===== src/design/fsd_pkg.sv =====
// Shared types, constants and register codes for the error-diffusion ditherer.
package fsd_pkg;

    localparam int PIXEL_BITS     = 8;
    localparam int MAX_WIDTH_DEF  = 4096;
    localparam int ERR_BITS       = 11;
    localparam int LINE_W_BITS    = 13;
    localparam int CFG_IDX_BITS   = 1;

    localparam logic [CFG_IDX_BITS-1:0] CFG_THRESHOLD  = 1'd0;
    localparam logic [CFG_IDX_BITS-1:0] CFG_LINE_WIDTH = 1'd1;

    localparam logic [PIXEL_BITS-1:0]  THRESHOLD_RST  = 8'd160;
    localparam logic [LINE_W_BITS-1:0] LINE_WIDTH_RST = 13'd640;
    localparam logic [PIXEL_BITS-1:0]  PIX_WHITE      = 8'hFF;
    localparam logic [PIXEL_BITS-1:0]  PIX_BLACK      = 8'h00;

    typedef logic signed [ERR_BITS-1:0] t_err;

    typedef struct packed {
        logic [PIXEL_BITS-1:0] gray_pixel;
        logic                  frame_start;
    } t_in_beat;

    typedef struct packed {
        logic [PIXEL_BITS-1:0] mono_pixel;
        logic                  row_end;
    } t_out_beat;

    // write requests from the pixel stage to the row buffer
    typedef struct packed {
        logic wr_en;
        t_err wr_data;
        logic pend_en;
        t_err pend_data;
    } t_buf_wr;

endpackage


===== src/design/fsd_cfg.sv =====
// Configuration registers and effective row width.
module fsd_cfg
    import fsd_pkg::*;
#(
    parameter int MAX_WIDTH = MAX_WIDTH_DEF,
    parameter int WW        = $clog2(MAX_WIDTH + 1)
) (
    input  logic                    i_clk,
    input  logic                    i_rst_n,
    input  logic                    i_cfg_wr_en,
    input  logic [CFG_IDX_BITS-1:0] i_cfg_index,
    input  logic [LINE_W_BITS-1:0]  i_cfg_wdata,
    output logic [PIXEL_BITS-1:0]   o_threshold,
    output logic [WW-1:0]           o_width
);

    localparam int CW = (WW > LINE_W_BITS) ? WW : LINE_W_BITS;

    logic [PIXEL_BITS-1:0]  r_threshold;
    logic [LINE_W_BITS-1:0] r_line_width;
    logic [CW-1:0]          lw_ext;
    logic [CW-1:0]          lw_eff;

    always_ff @(posedge i_clk) begin
        if (!i_rst_n) begin
            r_threshold  <= THRESHOLD_RST;
            r_line_width <= LINE_WIDTH_RST;
        end else if (i_cfg_wr_en) begin
            unique case (i_cfg_index)
                CFG_THRESHOLD:  r_threshold  <= i_cfg_wdata[PIXEL_BITS-1:0];
                CFG_LINE_WIDTH: r_line_width <= i_cfg_wdata;
                default: ;
            endcase
        end
    end

    always_comb begin
        lw_ext = CW'(r_line_width);
        if (lw_ext == '0) begin
            lw_eff = CW'(1);
        end else if (lw_ext > CW'(MAX_WIDTH)) begin
            lw_eff = CW'(MAX_WIDTH);
        end else begin
            lw_eff = lw_ext;
        end
    end

    assign o_threshold = r_threshold;
    assign o_width     = WW'(lw_eff);

endmodule


===== config.mk =====
export PLATFORM = sky130hd
export DESIGN_NAME = fsd_cfg
export DESIGN_NICKNAME = d
export VERILOG_FILES = /design/src/design/fsd_pkg.sv /design/src/design/fsd_cfg.sv
export SDC_FILE = /design/constraint.sdc
export NUM_CORES = 1
export LEC_CHECK = 0
export ABC_AREA = 1
export BUFFER_PORTS_ARGS = -buffer_cell sky130_fd_sc_hd__clkbuf_2
export CAP_MARGIN = 20
export CORE_AREA = 2 2 59 61
export DETAILED_ROUTE_END_ITERATION = 8
export DIE_AREA = 0 0 61 63
export PLACE_DENSITY = 0.61
export SYNTH_ARGS = -nofsm -noshare
export SYNTH_HDL_FRONTEND = slang
export SYNTH_SLANG_ARGS = --single-unit

===== constraint.sdc =====
create_clock -name i_clk -period 3.2 [get_ports i_clk]
set_clock_uncertainty 0.2 [all_clocks]
set_input_delay 0 -clock i_clk [delete_from_list [all_inputs] [get_ports i_clk]]
set_output_delay 0 -clock i_clk [all_outputs]
set_load 0.01 [all_outputs]

After elaboration in Yosys (flattened, before gate mapping)
Cells that the tools add are included.
{ "totals": {"elab_cells": 9, "input_bits": 17, "reg_bits": 21} }
{ "op_classes": {"muxes": 2, "order_cmp": 1, "bitwise": 1, "reduce_logical": 3} }
{ "op_table": {"columns": ["op", "n"], "rows": [
  ["13-bit two-way mux", 2],
  ["13-bit greater-than comparator, second input constant", 1],
  ["13-bit zero test", 1],
  ["2-bit AND reduction", 2],
  ["1-bit NOT", 1]
]} }

Depth between registers and ports, before layout
{ "depth": {"word_depth": 3, "depth_mapped": 7} }

Least setup slack after synthesis
Ideal clock, no wire load.
{ "synth_timing": {"path_type": "flip-flop to output port", "startpoint": "register r_line_width[6], in the netlist lw_ext[6]", "endpoint": "output o_width[0]", "t_required_ns": 3.000, "setup_slack_ns": 2.102, "arrival_time_ns": 0.898, "path_buffers": 0, "path_stages_with_launch": 8, "path_cell_list": "dfxtp_1 > nor2_2 > nand2_2 > nor2_4 > nand2_4 > nand2_2 > nand2_1 > inv_1"} }
{ "synth_via": {"elab_chain_cells": 3, "word_cells_on_any_way": 4, "classes_between": "order compare (1); mux (2); reduce/logical (1)"} }
{ "synth_rtl": {"columns": ["item", "line_no", "source"], "rows": [
  ["start: declaration", "fsd_cfg.sv:20", "logic [LINE_W_BITS-1:0] r_line_width;"],
  ["start signal: assignment", "fsd_cfg.sv:31", "CFG_LINE_WIDTH: r_line_width <= i_cfg_wdata;"],
  ["13-bit greater-than comparator", "fsd_cfg.sv:41", "end else if (lw_ext > CW'(MAX_WIDTH)) begin"],
  ["13-bit two-way mux", "fsd_cfg.sv:41", null],
  ["13-bit two-way mux (*)", "fsd_cfg.sv:39", "if (lw_ext == '0) begin"],
  ["end: declaration", "fsd_cfg.sv:14", "output logic [WW-1:0] o_width"]
]} }
Every way passes the cells marked *; elsewhere a longest branch is shown, timed or not.

Worst setup path after layout
{ "layout_timing": {"startpoint": "input i_cfg_index", "endpoint": "register r_threshold[7], in the netlist o_threshold[7]"} }
{ "layout_via": {"elab_chain_cells": 2} }
{ "layout_rtl": {"columns": ["item", "line_no", "source"], "rows": [
  ["start: declaration", "fsd_cfg.sv:11", "input logic [CFG_IDX_BITS-1:0] i_cfg_index,"],
  ["1-bit NOT (no line)", null, null],
  ["2-bit AND reduction (no line)", null, null],
  ["end signal: assignment", "fsd_cfg.sv:30", "CFG_THRESHOLD: r_threshold <= i_cfg_wdata[PIXEL_BITS-1:0];"],
  ["end: declaration", "fsd_cfg.sv:19", "logic [PIXEL_BITS-1:0] r_threshold;"]
]} }
Every way passes these cells.
A chain may end at the register's enable or synchronous reset.

==> impl_metrics.tcl <==
set metrics [dict create \
    status "complete, no violations" \
    r2r_end "o_threshold[1]" \
    final_layout_size_suffix_gt1_share_pct 31.6 \
    num_vias 992 \
    start_util_pct 29.0 \
    critPathTopFamily "buffers and inverters" \
    clkSlewWorstSetupHoldPaths_ns 0.12 \
    drtIter0Drc 7 \
    clk_latency_ns 0.30 \
    grtUsageTotal_pct 14.2 \
    io_buffers 37 \
    fmax_mhz 426 \
    grt_pass1_wl_mm 4.27 \
    synth_cells 123 \
    finalCritPeriodShare_pct 73.4 \
    fillers 335 \
    crit_chain "dlygate4sd3_1, clkbuf_2, nor2_4, dlygate4sd3_1, inv_2, nand2_1, nand3_1, dlygate4sd3_1" \
    crit_top_cell "dlygate4sd3_1" \
    end_kind "flop" \
    antenna_found_initial 0 \
    drc 0 \
    crit_path_max_fanout 8 \
    fin_util_pct 45.4 \
    synth-seq-cells 21 \
    final_common_cell "clkbuf_2" \
    synth_cell_types 16 \
    rrSetupSlack_ns 1.77 \
    cts_sinks 21 \
    die_y_um 63 \
    dr.pass1.iters 4 \
    syn-num-nets 140 \
    cts_max_level 1 \
    clock_path_buffers 2 \
    arrival_ns 2.35 \
    routedWlPerCell_um 10.4 \
    power-per-cell-area_nw_per_um2 373 \
    numCtsBuffers 3 \
    regToRegStartpoint "o_threshold[1]" \
    hpwl_mm 1.59 \
    max-vdd-ir-drop_mv 0.221 \
    grt_overflow 0 \
    finalSetupViolCount 0 \
    crit_slowest_cell "dlygate4sd3_1" \
    die_area_sq_um 3840 \
    holdPathStages 2 \
    clock-root-buffer "clkbuf_4" \
    tightest_slew_ns 0.678 \
    startpoint "i_cfg_index" \
    drt-total-wl_mm 2.43 \
    coreArea_sq_um 3230 \
    cts_tree "done" \
    diodes 0 \
    fin_crit_ns 2.35 \
    ant_nets 0 \
    startpoint_type "input port" \
    report.final.hold_viol_count 0 \
    syn_avg_cell_area_sq_um 7.63 \
    nets 205 \
    die_w_um 61 \
    cap_violations 0 \
    worst_path_largest_cell_delay_ns 0.72 \
    path_buf_inv 5 \
    crit_path_end "o_threshold[7]" \
    ios 38 \
    syn2layout_area_growth_pct 56.3 \
    min_path_type "reg2reg" \
    mostFrequentLayoutCells "clkbuf_2, nor2_1, dlygate4sd3_1" \
    maxSlewViolCount 0 \
    reg2regPathDepth 3 \
    worstSetupPathType "in2reg" \
    synth-seq-area-share_pct 44.8 \
    crit_required_ns 3.20 \
    place_congestion 0.638 \
    num_rows 21 \
    fin_ws_ns 0.852 \
    ys_warn_count 0 \
    dp_slack_ns 1.81 \
    syn_area_sq_um 938 \
    p_leak_nw 0.701 \
    grt_max_degree 22 \
    grt_pass1_vias 1032 \
    rsz0062_at_grt "false" \
    worstSetupPathDepth 8 \
    via_per_inst 4.26 \
    setup_tns_ns 0 \
    max_slew_margin_pct 54.7 \
    cts_resized 0 \
]
[layer usage]
layer  wire length (um)  up-vias  track usage (%)
li1                   -      520                -
met1               1090      438             17.0
met2               1200       29             25.4
met3                118        5             2.07
met4                 25        0             4.08
met5                  0        -                0
[how the worst min path moves through the flow]
| stage | from | to | slack, ns |
|---|---|---|---|
| 6_report | lw_ext[10] | lw_ext[10] | 0.28 |
| 5_1_grt | lw_ext[8] | lw_ext[8] | 0.31 |
| 4_1_cts | lw_ext[10] | lw_ext[10] | 0.29 |
| 3_5_place_dp | i_cfg_wdata[9] | lw_ext[9] | 0.006 |
| 3_3_place_gp | i_cfg_wdata[9] | lw_ext[9] | 0.003 |
| 2_1_floorplan | i_cfg_wdata[7] | lw_ext[7] | -0.09 |
[tightest hold or removal path: stages, from the launching register on]
cell	delay, ns
dfxtp_1	0.33
inv_1	0.07
a21oi_1	0.06
[cells in the mapped netlist, drive strengths merged]
| library cell | instances | share of area, % |
|---|---|---|
| clkinv | 1 | 0.40 |
| nand3 | 4 | 2.1 |
| a21oi | 3 | 1.6 |
| inv | 7 | 2.8 |
| clkbuf | 3 | 1.2 |
| o21ai | 17 | 9.1 |
| a21boi | 9 | 11 |
| nor2 | 39 | 18 |
| buf | 2 | 1.1 |
| dfxtp | 21 | 45 |
| nand2 | 17 | 8.4 |
[power by group]
group	internal [mW]	leakage (nW)	switching, mW
clock	0.0486	0.0150	0.0792
combinational	0.0658	0.513	0.0593
sequential	0.279	0.174	0.0151
[final cells by class]
class	instances	area, sq um	area share (%)
timing repair buffer	65	465	31.7
multi-input combinational	89	467	31.8
clock buffer	4	26.3	1.79
inverter	8	30.0	2.05
tap	46	57.6	3.92
sequential	21	420	28.7
[sequential cells by signal (all words and copies together), names as in the netlist]
register,count
o_threshold,8
lw_ext,13
[stage by stage]
stage                     instances  power [mW]  instance area (sq um)  hold slack [ns]
final                           233       0.547                   1470            0.285
after floorplan                 123       0.358                    938          -0.0868
after detailed placement        201       0.396                   1160          0.00591
after global routing            233       0.583                   1470            0.311
after global placement          201       0.396                   1160          0.00263
after CTS                       233       0.550                   1470            0.288
[logic make-up after synthesis]
kind of cell           after synthesis  share of synthesized area, %
buffers and inverters               13                          5.47
AOI/OAI and AO/OA                   29                          21.5
DFF                                 21                          44.8
and+or+nand+nor                     60                          28.3
[repair_timing]
| item | in CTS | in global routing |
|---|---|---|
| hold endpoints to repair | 21 | 0 |
| hold buffers | 28 | 0 |
| setup buffers | 0 | 0 |
(Power assumes the default switching activity.)
