[config.mk]
export PLATFORM = sky130hd
export DESIGN_NAME = fsd_colgen
export DESIGN_NICKNAME = d
export VERILOG_FILES = /design/src/design/fsd_pkg.sv /design/src/design/fsd_colgen.sv
export SDC_FILE = /design/constraint.sdc
export NUM_CORES = 1
export LEC_CHECK = 0
export BUFFER_PORTS_ARGS = -buffer_cell sky130_fd_sc_hd__buf_2
export CORE_ASPECT_RATIO = 0.7
export CORE_UTILIZATION = 45
export CTS_CLUSTER_SIZE = 8
export DETAILED_ROUTE_END_ITERATION = 7
export PLACE_DENSITY = 0.69
export SLEW_MARGIN = 20
export SYNTH_ARGS = -nofsm -noshare
export SYNTH_HDL_FRONTEND = slang
export SYNTH_SLANG_ARGS = --single-unit
[constraint.sdc]
create_clock -name i_clk -period 5.35 [get_ports i_clk]
set_input_delay 1.07 -clock i_clk [delete_from_list [all_inputs] [get_ports i_clk]]
set_output_delay 1.07 -clock i_clk [all_outputs]
set_load 0.01 [all_outputs]
[src/design/fsd_pkg.sv]
// Shared types, constants and register codes for the error-diffusion ditherer.
package fsd_pkg;

    localparam int PIXEL_BITS     = 8;
    localparam int MAX_WIDTH_DEF  = 4096;
    localparam int ERR_BITS       = 11;
    localparam int LINE_W_BITS    = 13;
    localparam int CFG_IDX_BITS   = 1;

    localparam logic [CFG_IDX_BITS-1:0] CFG_THRESHOLD  = 1'd0;
    localparam logic [CFG_IDX_BITS-1:0] CFG_LINE_WIDTH = 1'd1;

    localparam logic [PIXEL_BITS-1:0]  THRESHOLD_RST  = 8'd160;
    localparam logic [LINE_W_BITS-1:0] LINE_WIDTH_RST = 13'd640;
    localparam logic [PIXEL_BITS-1:0]  PIX_WHITE      = 8'hFF;
    localparam logic [PIXEL_BITS-1:0]  PIX_BLACK      = 8'h00;

    typedef logic signed [ERR_BITS-1:0] t_err;

    typedef struct packed {
        logic [PIXEL_BITS-1:0] gray_pixel;
        logic                  frame_start;
    } t_in_beat;

    typedef struct packed {
        logic [PIXEL_BITS-1:0] mono_pixel;
        logic                  row_end;
    } t_out_beat;

    // write requests from the pixel stage to the row buffer
    typedef struct packed {
        logic wr_en;
        t_err wr_data;
        logic pend_en;
        t_err pend_data;
    } t_buf_wr;

endpackage

[src/design/fsd_colgen.sv]
// Column counter on the accept side: column and row end of each incoming beat.
module fsd_colgen
    import fsd_pkg::*;
#(
    parameter int MAX_WIDTH = MAX_WIDTH_DEF,
    parameter int AW        = $clog2(MAX_WIDTH),
    parameter int WW        = $clog2(MAX_WIDTH + 1)
) (
    input  logic          i_clk,
    input  logic          i_rst_n,
    input  logic          i_accept,
    input  logic          i_frame_start,
    input  logic [WW-1:0] i_width,
    output logic [AW-1:0] o_col,
    output logic          o_last
);

    logic [AW-1:0] r_col;
    logic [AW-1:0] base;
    logic [WW-1:0] wm1;

    always_comb begin
        base   = i_frame_start ? '0 : r_col;
        wm1    = i_width - WW'(1);
        o_col  = (WW'(base) >= wm1) ? AW'(wm1) : base;
        o_last = (WW'(o_col) == wm1);
    end

    always_ff @(posedge i_clk) begin
        if (!i_rst_n) begin
            r_col <= '0;
        end else if (i_accept) begin
            r_col <= o_last ? '0 : AW'(o_col + AW'(1));
        end
    end

endmodule

Word level (Yosys, flattened, before mapping) --
Cells that the tools add are included.
Operators by class: $lt $le $gt $ge 1, mux-type cells 3, $add $sub $neg 2, equality and inequality tests 1
Operators with widths (number):
- $mux 12 | 3
- $eq 12x13->1 | 1
- $ge 12x13->1 | 1
- $sub 13x1->13 const B | 1
- $add 12x1->12 const B | 1
Storage, ports and cells: word-level logic and storage cells 8, register bits 12, output and inout bits 13, input bits 17

Longest topological paths before layout --
Gate-level depths: netlist of the first run.
depth in word-level cells 5, mapped depth 21, gate-level depth less buffers 19

Worst setup path before layout of the first run --
No wires, ideal clock.
kind input-to-output, from input port i_width[0], to output port o_col[8], stages 14, path buffers 2, data required time 4.280 ns, arrival time 4.248 ns, setup slack 0.032 ns, path through inv_1 > ha_1 > or3b_2 > or3_1 > a21oi_1 > ha_1 > and3_1 > a221oi_1 > a21boi_0 > nand4b_1 > a41o_1 > buf_2 > buf_4 > mux2i_1
On the way: word-level cells in the longest chain between the ends 3
RTL lines:
- start: declaration | RTL line fsd_colgen.sv:13 | input logic [WW-1:0] i_width,
- $sub 13x1->13 * | RTL line fsd_colgen.sv:24 | wm1 = i_width - WW'(1);
- $ge 12x13->1 | RTL line fsd_colgen.sv:25 | o_col = (WW'(base) >= wm1) ? AW'(wm1) : base;
- $mux 12 * | RTL line fsd_colgen.sv:25
- end: declaration | RTL line fsd_colgen.sv:14 | output logic [AW-1:0] o_col,
Mark *: on every way between the ends. The rest lies on a longest branch, timed or not.

Worst setup path after layout of the first run --
from input port i_width[0], to output port o_col[9]
The elaborated chain is that of the path after synthesis.

==> results.sh, run 1 <==
export IMPL_pre_cts_slack_ns=-0.112
export IMPL_timing_final_crit_share_pct=98.0
export IMPL_reg2regPathDepth=17
export IMPL_drt_iter0_drc=137
export IMPL_regArea_um2=240
export IMPL_slew_violations=0
export IMPL_dp_cells=328
export IMPL_grt_pass1_vias=1678
export IMPL_via_count=1920
export IMPL_syn_to_final_growth_pct=36.4
export IMPL_postPlaceCellArea_mm2=0.00215
export IMPL_die_h_um=54.7
export IMPL_cts_buffers=3
export IMPL_synth_distinct_cells=53
export IMPL_regMostFlops="r_col"
export IMPL_grt_ovfl_total=0
export IMPL_met3RoutedLength_um=363
export IMPL_synth_edf_count=0
export IMPL_clockBufferDepth=2
export IMPL_stdcell_area_mm2=0.00243
export IMPL_port_buffer_count=29
export IMPL_gp_congestion=0.885
export IMPL_ys_seq_area_share_pct=13.5
export IMPL_yosys_warnings=0
export IMPL_p_leak_nw=1.02
export IMPL_clock_skew_ns=0.00329
export IMPL_detail_route_drc_violations=0
export IMPL_avgViaCountPerCell=5.73
export IMPL_slew_headroom_pct=52.9
export IMPL_ys_ff_latch=12
export IMPL_report_final_hold_viol_count=0
export IMPL_synth_area_mm2=0.00178
export IMPL_cts_sinks=12
export IMPL_drive_above_1_share_pct=31.2
export IMPL_synthArstFlopShare_pct=0
export IMPL_die_area_mm2=0.00422
export IMPL_dr_pass1_iters=4
export IMPL_reg_top3="r_col (12)"
export IMPL_hold_class="flop to flop"
export IMPL_cts_max_level=1
export IMPL_hpwl_um=3910
export IMPL_status="finished clean"
export IMPL_synth_top_area_share_pct=13.5
export IMPL_required_ns=4.28
export IMPL_worstPathMaxFanout=6
export IMPL_core_region_area_mm2=0.00365
export IMPL_fmax_mhz=191
export IMPL_wl_met2_um=2330
export IMPL_clk_pin_slew_ns=0.05
export IMPL_start_util_pct=48.9
export IMPL_critPathLaunchType="input pin"
export IMPL_fin_ws_ns=0.109
export IMPL_wl_per_cell_um=15.3
export IMPL_dieWidth_um=77.3
export IMPL_antenna_diode_count=0
export IMPL_end_kind="primary output"
export IMPL_top_layer="met3"
export IMPL_synthTopCellsByArea="dfxtp_1 (13%), ha_1 (8.4%), xnor2_1 (8.3%)"
export IMPL_clock_latency_ns=0.24
export IMPL_ios=30
export IMPL_multi_input_area_mm2=0.00158
export IMPL_wl_met1_um=2430
export IMPL_whs_ns=0.471
export IMPL_wirelength_um=5120
export IMPL_synthCells=232
export IMPL_setup_viol=0
export IMPL_hold_path_depth=1
export IMPL_grt_max_degree=19
export IMPL_synth_main_ff_cell="dfxtp_1"
export IMPL_rows=18
export IMPL_grt_pass1_wl_um=7960
export IMPL_syn_area_per_cell_um2=7.69
export IMPL_grt_usage_pct=24.0
export IMPL_fillCellCount=324
export IMPL_largest_reg_flops=12
export IMPL_worst_slew_pin_slew_ns=0.706
export IMPL_antenna_found_initial=0
export IMPL_fin_nets=316
export IMPL_post_route_min_period_ns=5.24
export IMPL_tritoncts="built"
export IMPL_clock_root_buffer="clkbuf_8"
export IMPL_fin_cells=335
export IMPL_ant_nets=0
export IMPL_p_per_area_mw_per_mm2=104
export IMPL_syn_nets=261
export IMPL_maxCapViolCount=0
export IMPL_synth_common_cells="nor2_1 (20), inv_1 (18), xnor2_1 (17)"
export IMPL_critical_path_class="input pin to primary output"
export IMPL_yosysTopAreaCell="dfxtp_1"
export IMPL_yosysMostFrequentCell="nor2_1"
export IMPL_cp_arrival_ns=4.17
export IMPL_peakVddDrop_v=0.000112
[metrics by stage]
step / utilization, % / power, W / TNS, ns
after floorplan: - / 0.000132 / 0
after global placement: 59.0 / 0.000161 / 0
after detailed placement: 59.0 / 0.000162 / -0.581
after CTS: 61.0 / 0.000243 / 0
after global routing: 66.7 / 0.000264 / -0.0101
final: 66.7 / 0.000252 / 0
[layout make-up]
| class | count | area share [%] |
|---|---|---|
| clock buffers | 3 | 1.70 |
| inverters | 18 | 2.78 |
| multi-input cells | 192 | 65.1 |
| flip-flops and latches | 12 | 9.87 |
| well taps | 50 | 2.57 |
| repair buffers | 60 | 18.0 |
[what timing repair did]
action | in CTS | in global routing
gates cloned | 0 | 1
pin swaps | 1 | 9
gates resized for setup | 8 | 29
endpoints found under the setup margin | 13 | 13
buffers inserted | 0 | 3
hold buffers | 0 | 0
[power by group]
group	switching (W)	leakage [nW]	total [W]	internal, W
Sequential	0.000000758	0.0969	0.0000911	0.0000903
Clock	0.0000319	0.0216	0.0000815	0.0000495
Combinational	0.0000434	0.900	0.0000794	0.0000360
[metal layers]
layer,track usage [%],up-vias
met5,0,-
met4,1.26,0
met3,4.00,0
met2,40.1,75
met1,34.0,884
li1,-,961
[worst max-delay path, cell delays in order]
cell	delay [ns]
buf_6	0.09
buf_6	0.11
or4_4	0.52
buf_4	0.16
o21ai_0	0.25
and2_4	0.23
ha_4	0.20
and3_4	0.15
a221oi_2	0.23
a21boi_1	0.10
nand4b_1	0.19
a41o_4	0.30
buf_6	0.15
mux2_4	0.31
buf_6	0.12
[cell usage in the layout, fill, tap and decap left out, types with 2 or more instances in the layout]
| cell type | n |
|---|---|
| nor2b_1 | 7 |
| o21a_1 | 2 |
| mux2i_1 | 9 |
| buf_4 | 26 |
| inv_1 | 18 |
| nor4_1 | 4 |
| a21oi_1 | 7 |
| nand3b_1 | 3 |
| clkbuf_8 | 3 |
| mux2i_4 | 4 |
| or3_1 | 4 |
| a21o_1 | 3 |
| and2_4 | 2 |
| o21ai_0 | 2 |
| nand2_1 | 6 |
| dfxtp_1 | 12 |
| a31oi_1 | 3 |
| nor3_1 | 11 |
| or3_4 | 2 |
| xnor2_1 | 17 |
| buf_6 | 6 |
| xor2_1 | 5 |
| a21boi_1 | 2 |
| mux2_4 | 2 |
| a22o_1 | 10 |
| and3_1 | 3 |
| buf_2 | 26 |
| ha_4 | 3 |
| nand4b_1 | 3 |
| ha_1 | 8 |
| nor2_1 | 19 |
| nand3_1 | 11 |
| nand2b_1 | 10 |
[path summary, 6_finish.rpt]
| check | slack, ns | end | start |
|---|---|---|---|
| worst max register to register | 1.74 | r_col[10]$_SDFFE_PN0P_ | r_col[2]$_SDFFE_PN0P_ |
| worst max-delay path | 0.11 | o_col[9] | i_width[0] |
| worst min register to register | 0.47 | r_col[3]$_SDFFE_PN0P_ | r_col[3]$_SDFFE_PN0P_ |
| worst min-delay path | 0.47 | r_col[3]$_SDFFE_PN0P_ | r_col[3]$_SDFFE_PN0P_ |
[kinds of logic (layout without fill, tap and decap cells)]
family	after synthesis	count (layout)	synth area share [%]
and+or+nand+nor	95	95	30.4
xor gates and xnor gates	22	22	10.8
buffers and inverters	28	81	6.17
adders and majority gates	12	12	8.41
muxes	18	18	11.0
AOI/OAI and AO/OA	45	45	19.8
DFF	12	12	13.5
No activity file was read; power rests on OpenSTA's default activity.
==> inputs of run 2 (changes only) <==
- CORE_MARGIN: default -> 5
==> run 2 against run 1 <==
  * Utilization decreased by 3.5 points
  * Highest routed layer is now met4
  * Clock-buffer cell count unchanged
  * Critical path type unchanged
  * Total power fell by 0.49%
==> results.sh, run 2 (synthesized netlist as in run 1, its figures left out) <==
export IMPL_status="finished clean"
export IMPL_cts_max_level=1
export IMPL_reg2regPathDepth=17
export IMPL_hpwl_um=4050
export IMPL_hold_class="flop to flop"
export IMPL_die_area_mm2=0.00534
export IMPL_reg2reg_to="r_col[10]$_SDFFE_PN0P_"
export IMPL_via_count=1916
export IMPL_reg2reg_from="r_col[2]$_SDFFE_PN0P_"
export IMPL_crit_top_cell="buf_4"
export IMPL_clock_root_buffer="clkbuf_8"
export IMPL_report_final_hold_viol_count=0
export IMPL_syn_to_final_growth_pct=37.3
export IMPL_layout_common_cells="buf_4 (30), buf_2 (27), nor2_1 (19)"
export IMPL_setup_tns_final_ns=0
export IMPL_crit_slowest_cell="or4_4"
export IMPL_tritoncts="built"
export IMPL_end_kind="primary output"
export IMPL_rsz0062_at_grt="true"
export IMPL_p_leak_nw=1.04
export IMPL_critical_path_startpoint="i_width[1]"
export IMPL_fmax_mhz=190
export IMPL_antenna_diode_count=0
export IMPL_start_util_pct=46.0
export IMPL_avgViaCountPerCell=5.64
export IMPL_finalPower_w=0.000251
export IMPL_slowest_delay_ns=0.52
export IMPL_worstPathMaxFanout=6
export IMPL_maxCapViolCount=0
export IMPL_required_ns=4.28
export IMPL_grt_usage_pct=18.8
export IMPL_die_h_um=62.7
export IMPL_slew_violations=0
export IMPL_cp_arrival_ns=4.20
export IMPL_rows=19
export IMPL_clockBufferDepth=2
export IMPL_peakVddDrop_v=0.000146
export IMPL_largest_reg_flops=12
export IMPL_ios=30
export IMPL_clock_skew_ns=0.00196
export IMPL_gp_congestion=0.865
export IMPL_post_route_util_pct=63.2
export IMPL_dieWidth_um=85.3
export IMPL_grt_pass1_wl_um=8310
export IMPL_wirelength_um=5260
export IMPL_rrSetupSlack_ns=1.66
export IMPL_final_common_cell="buf_4"
export IMPL_cts_buffers=3
export IMPL_path_cells="buf_2 > buf_4 > or4_4 > or3_4 > and2_4 > ha_4 > and3_4 > buf_4 > nand4_1 > a21boi_1 > nand4b_1 > a41o_4 > buf_12 > mux2_4 > buf_6"
export IMPL_core_region_area_mm2=0.00387
export IMPL_clk_pin_slew_ns=0.05
export IMPL_fin_nets=319
export IMPL_setup_viol=0
export IMPL_dr_pass1_iters=4
export IMPL_crit_end="o_col[9]"
export IMPL_wl_per_cell_um=15.5
export IMPL_drive_above_1_share_pct=32.3
export IMPL_cts_sinks=12
export IMPL_reg_top3="r_col (12)"
export IMPL_clock_latency_ns=0.23
export IMPL_critPathLaunchType="input pin"
export IMPL_port_buffer_count=29
export IMPL_critical_path_class="input pin to primary output"
export IMPL_grt_pass1_vias=1764
export IMPL_worst_slew_pin_slew_ns=0.725
export IMPL_regMostFlops="r_col"
export IMPL_drt_iter0_drc=117
export IMPL_timing_final_crit_share_pct=98.5
export IMPL_grt_max_degree=19
export IMPL_slew_headroom_pct=51.5
export IMPL_antenna_found_initial=0
export IMPL_grt_ovfl_total=0
export IMPL_ctsHoldBuffers=0
export IMPL_post_route_min_period_ns=5.27
export IMPL_p_per_area_mw_per_mm2=102
export IMPL_ant_nets=0
export IMPL_detail_route_drc_violations=0
export IMPL_hold_start="r_col[3]$_SDFFE_PN0P_"
run 2: what timing repair did:
action,in CTS,in global routing
endpoints found under the hold margin,0,0
resized for setup,5,30
pin swaps,2,5
cloned,0,1
endpoints found under the setup margin,12,13
setup buffers,0,7
run 2: how the worst min path moves through the flow:
stage	to	slack [ns]	cells past startpoint
after floorplan	r_col[3]$_SDFFE_PN0P_	0.44	1
after global placement	r_col[3]$_SDFFE_PN0P_	0.45	1
after detailed placement	r_col[11]$_SDFFE_PN0P_	0.47	1
after CTS	r_col[11]$_SDFFE_PN0P_	0.48	1
after global routing	r_col[3]$_SDFFE_PN0P_	0.51	1
final	r_col[3]$_SDFFE_PN0P_	0.48	1
run 2: metrics by stage:
stage	instances	worst slack, ns	cell area (um2)	hold slack (ns)
global placement	329	0.00199	2160	0.454
global route	340	-0.0124	2450	0.505
finish	340	0.0796	2450	0.477
detailed placement	329	-0.102	2160	0.470
floorplan	232	0.0325	1780	0.441
CTS	332	0.0111	2220	0.482
run 2: layout make-up:
type | instances | area (um2)
clock buffer | 3 | 41.3
fill | 346 | 1430
inverter | 18 | 67.6
multi-input combinational | 192 | 1590
sequential | 12 | 240
tap | 52 | 65.1
timing repair buffer | 63 | 450
run 2: layer usage:
metal  up-vias  wire length (um)  track usage [%]
li1        963                 -                -
met1       902              2600             27.5
met2        47              2340             29.0
met3         4               286             4.35
met4         0                31             1.38
met5         -                 0                0
run 2: power breakdown:
group / total, W / switching [W] / internal (W)
Sequential: 0.0000911 / 0.000000744 / 0.0000904
Combinational: 0.0000802 / 0.0000437 / 0.0000365
Clock: 0.0000794 / 0.0000301 / 0.0000494
Total: 0.000251 / 0.0000745 / 0.000176
run 2: worst max-delay path: cells and delay by family:
family / cells / cell delay [ns]
AOI/OAI and AO/OA: 2 / 0.43
adders and majority gates: 1 / 0.26
muxes: 1 / 0.31
buffers and inverters: 5 / 0.60
and+or+nand+nor: 6 / 1.51
