--- config.mk ---
export PLATFORM = sky130hd
export DESIGN_NAME = fsd_core
export DESIGN_NICKNAME = d
export VERILOG_FILES = /design/src/design/fsd_pkg.sv /design/src/design/fsd_core.sv
export SDC_FILE = /design/constraint.sdc
export NUM_CORES = 1
export LEC_CHECK = 0
export CAP_MARGIN = 15
export CORE_ASPECT_RATIO = 1.1
export CORE_UTILIZATION = 40
export CTS_CLUSTER_DIAMETER = 80
export DETAILED_ROUTE_END_ITERATION = 8
export DONT_BUFFER_PORTS = 1
export PLACE_DENSITY = 0.59
export RECOVER_POWER = 50
export SYNTH_ARGS = -nofsm -noshare
export SYNTH_HDL_FRONTEND = slang
export SYNTH_SLANG_ARGS = --single-unit
--- constraint.sdc ---
create_clock -name i_clk -period 10.91 [get_ports i_clk]
set_input_delay 0.5455 -clock i_clk [delete_from_list [all_inputs] [get_ports i_clk]]
set_output_delay 0.5455 -clock i_clk [all_outputs]
set_load 0.005 [all_outputs]
--- src/design/fsd_pkg.sv ---
// Shared types, constants and register codes for the error-diffusion ditherer.
package fsd_pkg;

    localparam int PIXEL_BITS     = 8;
    localparam int MAX_WIDTH_DEF  = 4096;
    localparam int ERR_BITS       = 11;
    localparam int LINE_W_BITS    = 13;
    localparam int CFG_IDX_BITS   = 1;

    localparam logic [CFG_IDX_BITS-1:0] CFG_THRESHOLD  = 1'd0;
    localparam logic [CFG_IDX_BITS-1:0] CFG_LINE_WIDTH = 1'd1;

    localparam logic [PIXEL_BITS-1:0]  THRESHOLD_RST  = 8'd160;
    localparam logic [LINE_W_BITS-1:0] LINE_WIDTH_RST = 13'd640;
    localparam logic [PIXEL_BITS-1:0]  PIX_WHITE      = 8'hFF;
    localparam logic [PIXEL_BITS-1:0]  PIX_BLACK      = 8'h00;

    typedef logic signed [ERR_BITS-1:0] t_err;

    typedef struct packed {
        logic [PIXEL_BITS-1:0] gray_pixel;
        logic                  frame_start;
    } t_in_beat;

    typedef struct packed {
        logic [PIXEL_BITS-1:0] mono_pixel;
        logic                  row_end;
    } t_out_beat;

    // write requests from the pixel stage to the row buffer
    typedef struct packed {
        logic wr_en;
        t_err wr_data;
        logic pend_en;
        t_err pend_data;
    } t_buf_wr;

endpackage

--- src/design/fsd_core.sv ---
// Pixel stage: threshold, error split, error carries and result register.
module fsd_core
    import fsd_pkg::*;
#(
    parameter int MAX_WIDTH = MAX_WIDTH_DEF,
    parameter int AW        = $clog2(MAX_WIDTH)
) (
    input  logic                  i_clk,
    input  logic                  i_rst_n,
    input  logic                  i_in_valid,
    input  t_in_beat              i_in_data,
    output logic                  o_in_stall,
    output logic                  o_accept,
    input  logic [AW-1:0]         i_col,
    input  logic                  i_last,
    input  logic [PIXEL_BITS-1:0] i_threshold,
    input  t_err                  i_above,
    output t_buf_wr               o_wr,
    output logic [AW-1:0]         o_wr_addr,
    output logic [AW-1:0]         o_pend_addr,
    output logic                  o_out_valid,
    input  logic                  i_out_stall,
    output t_out_beat             o_out_data
);

    localparam int CB = ERR_BITS + 2;
    localparam int PB = ERR_BITS + 4;

    logic                  r_stg_v;
    logic [PIXEL_BITS-1:0] r_gray;
    logic                  r_fs;
    logic [AW-1:0]         r_col;
    logic                  r_last;

    t_err r_right;
    t_err r_below;
    t_err r_blc;
    logic r_first;

    logic      r_out_v;
    t_out_beat r_out;

    logic                 fire;
    t_err                 re, bc, blc, above;
    logic                 fr;
    logic signed [CB-1:0] corr;
    logic signed [CB-1:0] ediff;
    logic                 white;
    t_err                 e;
    logic signed [PB-1:0] e_ext;
    t_err                 s1, s3, s5, s7;
    logic signed [PB-1:0] p1, p3, p5, p7;
    t_err                 n_blc;

    assign fire       = r_stg_v && (!r_out_v || !i_out_stall);
    assign o_in_stall = r_stg_v && !fire;
    assign o_accept   = i_in_valid && !o_in_stall;

    always_comb begin
        re    = r_fs ? '0 : r_right;
        bc    = r_fs ? '0 : r_below;
        blc   = r_fs ? '0 : r_blc;
        fr    = r_fs || r_first;
        above = fr ? '0 : i_above;
        corr  = $signed({{(CB-PIXEL_BITS){1'b0}}, r_gray})
              + $signed({{2{re[ERR_BITS-1]}}, re})
              + $signed({{2{above[ERR_BITS-1]}}, above});
        white = corr > $signed({{(CB-PIXEL_BITS){1'b0}}, i_threshold});
        ediff = white ? corr - $signed({{(CB-PIXEL_BITS){1'b0}}, PIX_WHITE}) : corr;
        if (ediff > $signed(CB'(1023))) begin
            e = 11'sd1023;
        end else if (ediff < -$signed(CB'(1024))) begin
            e = -11'sd1024;
        end else begin
            e = ediff[ERR_BITS-1:0];
        end
        e_ext = $signed({{(PB-ERR_BITS){e[ERR_BITS-1]}}, e});
        p1    = e_ext >>> 4;
        p3    = (e_ext * $signed(PB'(3))) >>> 4;
        p5    = (e_ext * $signed(PB'(5))) >>> 4;
        p7    = (e_ext * $signed(PB'(7))) >>> 4;
        s1    = p1[ERR_BITS-1:0];
        s3    = p3[ERR_BITS-1:0];
        s5    = p5[ERR_BITS-1:0];
        s7    = p7[ERR_BITS-1:0];
        n_blc = bc + s5;
    end

    always_comb begin
        o_wr.wr_en     = fire && (r_col != '0);
        o_wr.wr_data   = blc + s3;
        o_wr.pend_en   = fire && r_last;
        o_wr.pend_data = n_blc;
        o_wr_addr      = AW'(r_col - AW'(1));
        o_pend_addr    = r_col;
    end

    always_ff @(posedge i_clk) begin
        if (!i_rst_n) begin
            r_stg_v <= 1'b0;
            r_out_v <= 1'b0;
            r_right <= '0;
            r_below <= '0;
            r_blc   <= '0;
            r_first <= 1'b1;
        end else begin
            if (o_accept) begin
                r_stg_v <= 1'b1;
            end else if (fire) begin
                r_stg_v <= 1'b0;
            end
            if (fire) begin
                r_out_v <= 1'b1;
                r_right <= r_last ? '0 : s7;
                r_below <= r_last ? '0 : s1;
                r_blc   <= r_last ? '0 : n_blc;
                r_first <= r_last ? 1'b0 : fr;
            end else if (!i_out_stall) begin
                r_out_v <= 1'b0;
            end
        end
    end

    always_ff @(posedge i_clk) begin
        if (o_accept) begin
            r_gray <= i_in_data.gray_pixel;
            r_fs   <= i_in_data.frame_start;
            r_col  <= i_col;
            r_last <= i_last;
        end
        if (fire) begin
            r_out.mono_pixel <= white ? PIX_WHITE : PIX_BLACK;
            r_out.row_end    <= r_last;
        end
    end

    assign o_out_valid = r_out_v;
    assign o_out_data  = r_out;

endmodule
Yosys cells after proc, flatten, opt, wreduce, memory -nomap -nowiden
Cells that the tools add are included.
{"block": "op_classes", "multipliers": 3, "eq_ne": 1, "n_reduce_logical": 13, "bitwise": 0, "shifts": 0, "n_addsub": 6, "n_mux": 16, "n_div": 0, "n_lt_le_gt_ge": 3}
{"op": "11-bit 2-to-1 mux", "n": 9}
{"op": "11-bit by 4-bit multiplier with 15-bit output, second input constant", "n": 2}
{"op": "11-bit by 3-bit multiplier with 14-bit output, second input constant", "n": 1}
{"op": "12-bit by 11-bit adder with 13-bit output", "n": 1}
{"op": "13-bit by 11-bit > comparator with 1-bit output, second input constant", "n": 1}
{"op": "13-bit by 9-bit > comparator with 1-bit output", "n": 1}
{"op": "13-bit by 11-bit less-than comparator with 1-bit output, second input constant", "n": 1}
{"op": "13-bit 2-to-1 mux", "n": 1}
{"op": "13-bit by 9-bit subtractor with 13-bit output, second input constant", "n": 1}
{"op": "9-bit by 11-bit adder with 12-bit output", "n": 1}
{"op": "12-bit nonzero test", "n": 1}
{"op": "12-bit by 1-bit subtractor with 12-bit output, second input constant", "n": 1}
{"op": "11-bit by 10-bit adder with 11-bit output", "n": 1}
{"op": "11-bit adder", "n": 1}
{"op": "8-bit 2-to-1 mux", "n": 1}
{"op": "1-bit logical AND", "n": 5}
{"op": "1-bit 2-to-1 mux", "n": 5}
{"op": "1-bit zero test", "n": 4}
{"op": "1-bit logical OR", "n": 2}
{"op": "2-bit by 1-bit != test with 1-bit output, second input constant", "n": 1}
{"op": "2-bit nonzero test", "n": 1}
{"block": "word_totals", "word_cells": 54, "n_memories": 0, "latch_bits": 0, "reg_bits": 67, "inputBits": 45, "out_inout_bits": 60, "mem_bits_rw": 0, "mem_bits_ro": 0}

Depth between registers and ports, before layout
Gate-level depths: netlist of the first run.
{"block": "depth", "depth_word": 11, "depth_mapped": 41, "mapped_depth_nobuf": 39}

Least setup slack after synthesis of the first run
OpenSTA, ideal clock, no wires.
{"block": "synth_timing", "path_type": "register to output", "startpoint": "reg r_fs", "endpoint": "out o_wr[22] (netlist bit)", "path_stages_with_launch": 39, "required_ns": 10.365, "arrival_time_ns": 8.154, "n_path_buf": 3, "path_slack_ns": 2.210, "path_cell_list": "edfxtp_1 -> clkbuf_1 -> clkbuf_1 -> nor2b_1 -> fa_1 -> ha_1 -> and2_4 -> a221oi_2 -> nand2_1 -> xnor2_1 -> inv_1 -> ha_1 -> a2111oi_0 -> o211ai_1 -> o211a_1 -> a31o_4 -> or4_1 -> buf_2 -> [3 not listed] -> ha_1 -> a21oi_1 -> nor2b_1 -> o21ai_0 -> a21boi_0 -> o21a_1 -> o21a_1 -> o21ai_0 -> nand2b_1 -> xor2_1 -> ha_1 -> a21boi_0 -> o21ai_0 -> nand2b_1 -> a21o_1 -> a21oi_1 -> xnor2_1 -> xnor2_1"}
{"element": "start, declared", "line_no": "fsd_core.sv:31", "source": "logic r_fs;"}
{"element": "start signal, assigned", "line_no": "fsd_core.sv:127", "source": "r_fs <= i_in_data.frame_start;"}
{"element": "end, declared", "line_no": "fsd_core.sv:18", "source": "output t_buf_wr o_wr,"}

==> impl_metrics.ini, run 1 <==
[outcome]
status = finished, violations left
violations = capacitance limit, slew limit

[critical_path]
worstPathRequired_ps = 10360
worst-setup-path-type = reg -> out
crit_arrival_ps = 9460
cp-end-kind = output port
cpPeakStageDelay_ps = 760
crit_fanout = 16
slowest_stage = or4_1
start_kind = flop

[hold_path]
hp-class = in -> reg

[timing]
maxSlewViolCount = 36
max_freq_mhz = 99.9
max_slew_margin = -0.145
rsz0062_at_grt = false
fin_skew_ps = 7.29
fin_crit_sh = 0.917
hold_viol_final = 0
setup_viol_count_final = 0
worst_pin_slew_ps = 1720
finalWorstPathRequiredPeriod_ps = 10010
finalSetupTns_ps = 0

[grt]
antenna_found_initial = 1
grt_pass1_wl_um = 26100
grt_pass1_vias = 5241
grtUsageTotal = 0.199
grt_overflow_total = 0
grt_max_degree = 36

[synth]
yosysWarnings = 0
synth_cells = 759
synth_seq_cells = 56
synth.net_count = 915
synth_area_leaders = ha_1 18%, edfxtp_1 11%, dfxtp_1 9.9%, fa_1 6.2%, nor2b_1 5.6%
synth_area_um2 = 6500
synth_edf_count = 24
synth_seq_area_share = 0.210
ys_types = 80
ys_async_sr_fraction = 0
yosysTopAreaCellShare = 0.175
synth_top_area_cell = ha_1
avgSynthCellArea_um2 = 8.56
ys.flop_type = dfxtp_1

[layout]
nNetsFinal = 900
design_area_um2 = 6820
syn2layout_area_growth_pct = 4.89
layout-drive-gt1-share = 0.0550
n_fill_cell = 1580
layout_commonest_cell = ha_1
final_cell_mix = 91 x ha_1, 82 x inv_1, 57 x nor2b_1, 47 x nor2_1, 39 x nand2_1

[clock_tree]
cts_hold_buf = 0
htree_levels = 2
cts_root_buffer = clkbuf_16
clk_pin_slew_ps = 80
cts_tree = built
postCtsSetupRepairBufs = 0
cts.sinks = 56
clock_latency_ps = 310
cts.path.max_buffers = 2
cts_made_buffers = 5

[die]
die_w_um = 124
core-area_um2 = 15800
die_h_um = 136
io_pins = 105
fp.dieArea_um2 = 16800
std_cell_rows = 48
floorplan.initialDensity = 0.411

[drt]
drt_iter0_markers = 255
via_count = 5304
via_per_inst = 5.61
wirelength_um = 16000
wl_per_cell_um = 17.0
ant_nets = 0
post-route-drc-count = 0
first_pass_iters = 4

[placement]
place_area_um2 = 6640
gp_routability_congestion = 0.863
portBuffers = 0
dp_hpwl_um = 13000

[run]
maxCapViolations = 1
==> critical path: cells and delay by family, from the launching register on <==
family	cells	cell delay (ps)
buffers and inverters	2	210
and+or+nand+nor	9	2260
adders and majority gates	5	1720
DFF	1	380
AOI/OAI and AO/OA	15	3620
xor gates and xnor gates	5	950
==> sequential cells by signal (all words and copies together) (netlist names) <==
| register | cells |
|---|---|
| o_pend_addr | 12 |
| o_out_valid | 1 |
| r_below | 7 |
| r_gray | 8 |
| r_blc | 11 |
| r_stg_v | 1 |
| r_first | 1 |
| r_last | 1 |
| o_out_data | 2 |
| r_fs | 1 |
| r_right | 11 |
==> cell usage after synthesis (16+ instances only) <==
library cell	number
a21oi_1	36
a22oi_1	17
dfxtp_1	32
edfxtp_1	24
fa_1	20
ha_1	91
inv_1	82
nand2_1	39
nand3_1	16
nor2_1	48
nor2b_1	58
nor3_1	19
o21ai_0	27
xnor2_1	37
xor2_1	19
==> per-layer routing <==
metal	track usage	share of wire	vias to the layer above
li1	-	-	2621
met1	0.249	0.45	2563
met2	0.349	0.50	99
met3	0.0223	0.027	21
met4	0.0676	0.021	0
met5	0	0	-
==> kinds of logic after synthesis <==
group,Yosys count,share of synthesized area
fa+ha+maj,111,0.237
simple gates,256,0.216
compound gates,169,0.188
flops,56,0.210
mux,3,0.00539
buf+inv,108,0.0691
xor+xnor,56,0.0755
==> repair_timing <==
action / CTS / global route
gates resized for setup: 0 / 1
endpoints found under the hold margin: 0 / 0
endpoints found under the setup margin: 0 / 1
==> stage by stage <==
step	setup WS, ps	utilization	std cells	hold WS, ps
finish	905	0.431	946	330
global route	69.5	0.431	946	317
CTS	758	0.431	945	323
detailed placement	1110	0.420	937	464
global placement	1350	0.420	937	451
floorplan	2210	-	759	432
==> layout make-up <==
class / instances / area [µm²] / share of cell area
flip-flops and latches: 56 / 1360 / 0.200
multi-input cells: 595 / 4700 / 0.690
clock buffers: 5 / 125 / 0.0184
repair buffers: 4 / 22.5 / 0.00330
diodes: 1 / 2.50 / 0.000367
inverters: 82 / 308 / 0.0452
well taps: 200 / 250 / 0.0367
clock inverters: 3 / 46.3 / 0.00679
==> worst paths after layout <==
check | start | end | slack, ps | cells past startpoint
worst max-delay path | r_fs | o_wr[22] | 900 | 36
worst min-delay path | i_in_data[7] | r_gray[6] | 330 | 0
worst max register to register | r_fs | r_right[10] | 1630 | 30
worst min register to register | r_blc[2] | r_blc[2] | 470 | 2
Power of run 1 is left out: the tool's default activity adds up to more than one toggle a clock period on the data nets, which glitch-free logic cannot reach.
==> run 2, diff against run 1 <==
Settings changed: CORE_MARGIN set to 2, REMOVE_ABC_BUFFERS set to 1.
==> run 2 against run 1 <==
  * The run now ends clean
  * Die area up 3.1%
  * Sequential cell count stayed put
  * Critical path depth fell by 1
  * Wire length fell by 1.9%
  * Via count shrank 0.72%
  * Utilization down 0.10 points
  * Highest routed layer unchanged
==> impl_metrics.ini, run 2 (synthesized netlist as in run 1, its figures left out) <==
[grt]
grt_pass1_vias = 5478
grtUsageMet2 = 0.344
grt_max_degree = 36
grtUsageTotal = 0.187
antenna_found_initial = 1
globalRouteMet1Util = 0.217
grt_use_met3 = 0.0280
grt_busiest_layer = met2
grt_pass1_wl_um = 26300
grt_overflow_total = 0

[placement]
dp_hpwl_um = 12400
gp_routability_congestion = 0.880
portBuffers = 0

[critical_path]
crit_fanout = 30
crit_arrival_ps = 9440
r2r_start = r_fs
worst-path-stages = 35
reg2reg_slack_ps = 1530
cp_num_buf_inv = 2
worstPathRequired_ps = 10360
critical_path.top_delay_family = compound AO/OA/AOI/OAI gates
worstRegToRegCells = 30
cpPeakStageDelay_ps = 760
endpoint = o_wr[22]
r2r_end = r_right[10]
cp-end-kind = output port
worst-setup-path-type = reg -> out
start_kind = flop
crit_start = r_fs
slowest_stage = or4_1

[layout]
nNetsFinal = 900
largest_register_ff_count = 12
syn2layout_area_growth_pct = 4.64
n_fill_cell = 1576
layout_commonest_cell = ha_1
multiInputGateArea_um2 = 4700
layout-drive-gt1-share = 0.0550
regArea_um2 = 1360
final_cell_mix = 91 x ha_1, 82 x inv_1, 58 x nor2b_1, 47 x nor2_1, 39 x nand2_1

[timing]
maxSlewViolCount = 0
fin_skew_ps = 9.02
setup_viol_count_final = 0
rsz0062_at_grt = false
max_slew_margin = 0.308
worst_pin_slew_ps = 1040
finalWorstPathRequiredPeriod_ps = 9980
fin_crit_sh = 0.915
hold_viol_final = 0
finalSetupTns_ps = 0
max_freq_mhz = 100

[clock_tree]
cts.sinks = 56
cts.path.max_buffers = 2
htree_levels = 2
clock_latency_ps = 310
cts_root_buffer = clkbuf_16
clk_pin_slew_ps = 90
cts_tree = built
cts_made_buffers = 5

[die]
io_pins = 105
die_h_um = 138
floorplan.initialDensity = 0.411
core-area_um2 = 15800
std_cell_rows = 48
die_w_um = 126
fp.dieArea_um2 = 17300

[outcome]
status = finished, final reports clean

[run]
maxCapViolations = 0

[drt]
first_pass_iters = 4
via_count = 5266
wirelength_um = 15700
via_per_inst = 5.57
drt_iter0_markers = 212
post-route-drc-count = 0
ant_nets = 0
wl_per_cell_um = 16.6

[hold_path]
whs_path_depth = 0
hp-class = in -> reg
## run 2: cell types whose count changed in the layout (fill, tap and decap cells not counted)
cell       previous run  this run
nor2b_2               1         0
clkinv_2              1         0
buf_4                 2         3
clkbuf_1              2         1
inv_6                 0         2
bufinv_16             1         0
nor2b_1              57        58
## run 2: through the flow
step	cell area [µm²]	instances	setup slack (ps)	util	hold WS [ps]
CTS	6790	944	495	0.430	311
finish	6800	946	929	0.430	320
global route	6800	945	46.0	0.430	307
global placement	6630	936	1200	0.420	452
floorplan	6360	733	1850	-	432
detailed placement	6630	936	890	0.420	464
## run 2: final cells by class
type,count,area share
Multi-Input combinational cell,595,0.691
Sequential cell,56,0.200
Inverter,82,0.0453
Tap cell,200,0.0368
Clock buffer,5,0.0184
Clock inverter,3,0.00423
Timing Repair Buffer,4,0.00386
Antenna cell,1,0.000368
## run 2: layer usage
| metal | up-vias | wire [µm] |
|---|---|---|
| met5 | - | 0 |
| met4 | 0 | 529 |
| met3 | 34 | 488 |
| met2 | 83 | 8040 |
| met1 | 2522 | 6680 |
| li1 | 2627 | - |
## run 2: worst min path at each step
stage                       end  slack, ps         start
global placement       r_blc[2]        450      r_blc[2]
floorplan           r_right[10]        430   r_right[10]
CTS                   r_gray[3]        310  i_in_data[4]
detailed placement  r_right[10]        460   r_right[10]
finish                r_gray[3]        320  i_in_data[4]
global route          r_gray[3]        310  i_in_data[4]
## run 2: what timing repair did
action | 4_1_cts | 5_1_grt
gates resized for setup | 0 | 2
setup endpoints to repair | 0 | 2
buffers inserted | 0 | 0
hold buffers | 0 | 0
## run 2: worst register-to-register path: cells and delay by family, from the launching register on
kind / cells / cell delay (ps)
simple gates: 6 / 1530
compound gates: 14 / 4080
fa+ha+maj: 6 / 2340
flops: 1 / 430
xor+xnor: 2 / 500
buf+inv: 2 / 420
Power of run 2 is left out for the same reason.
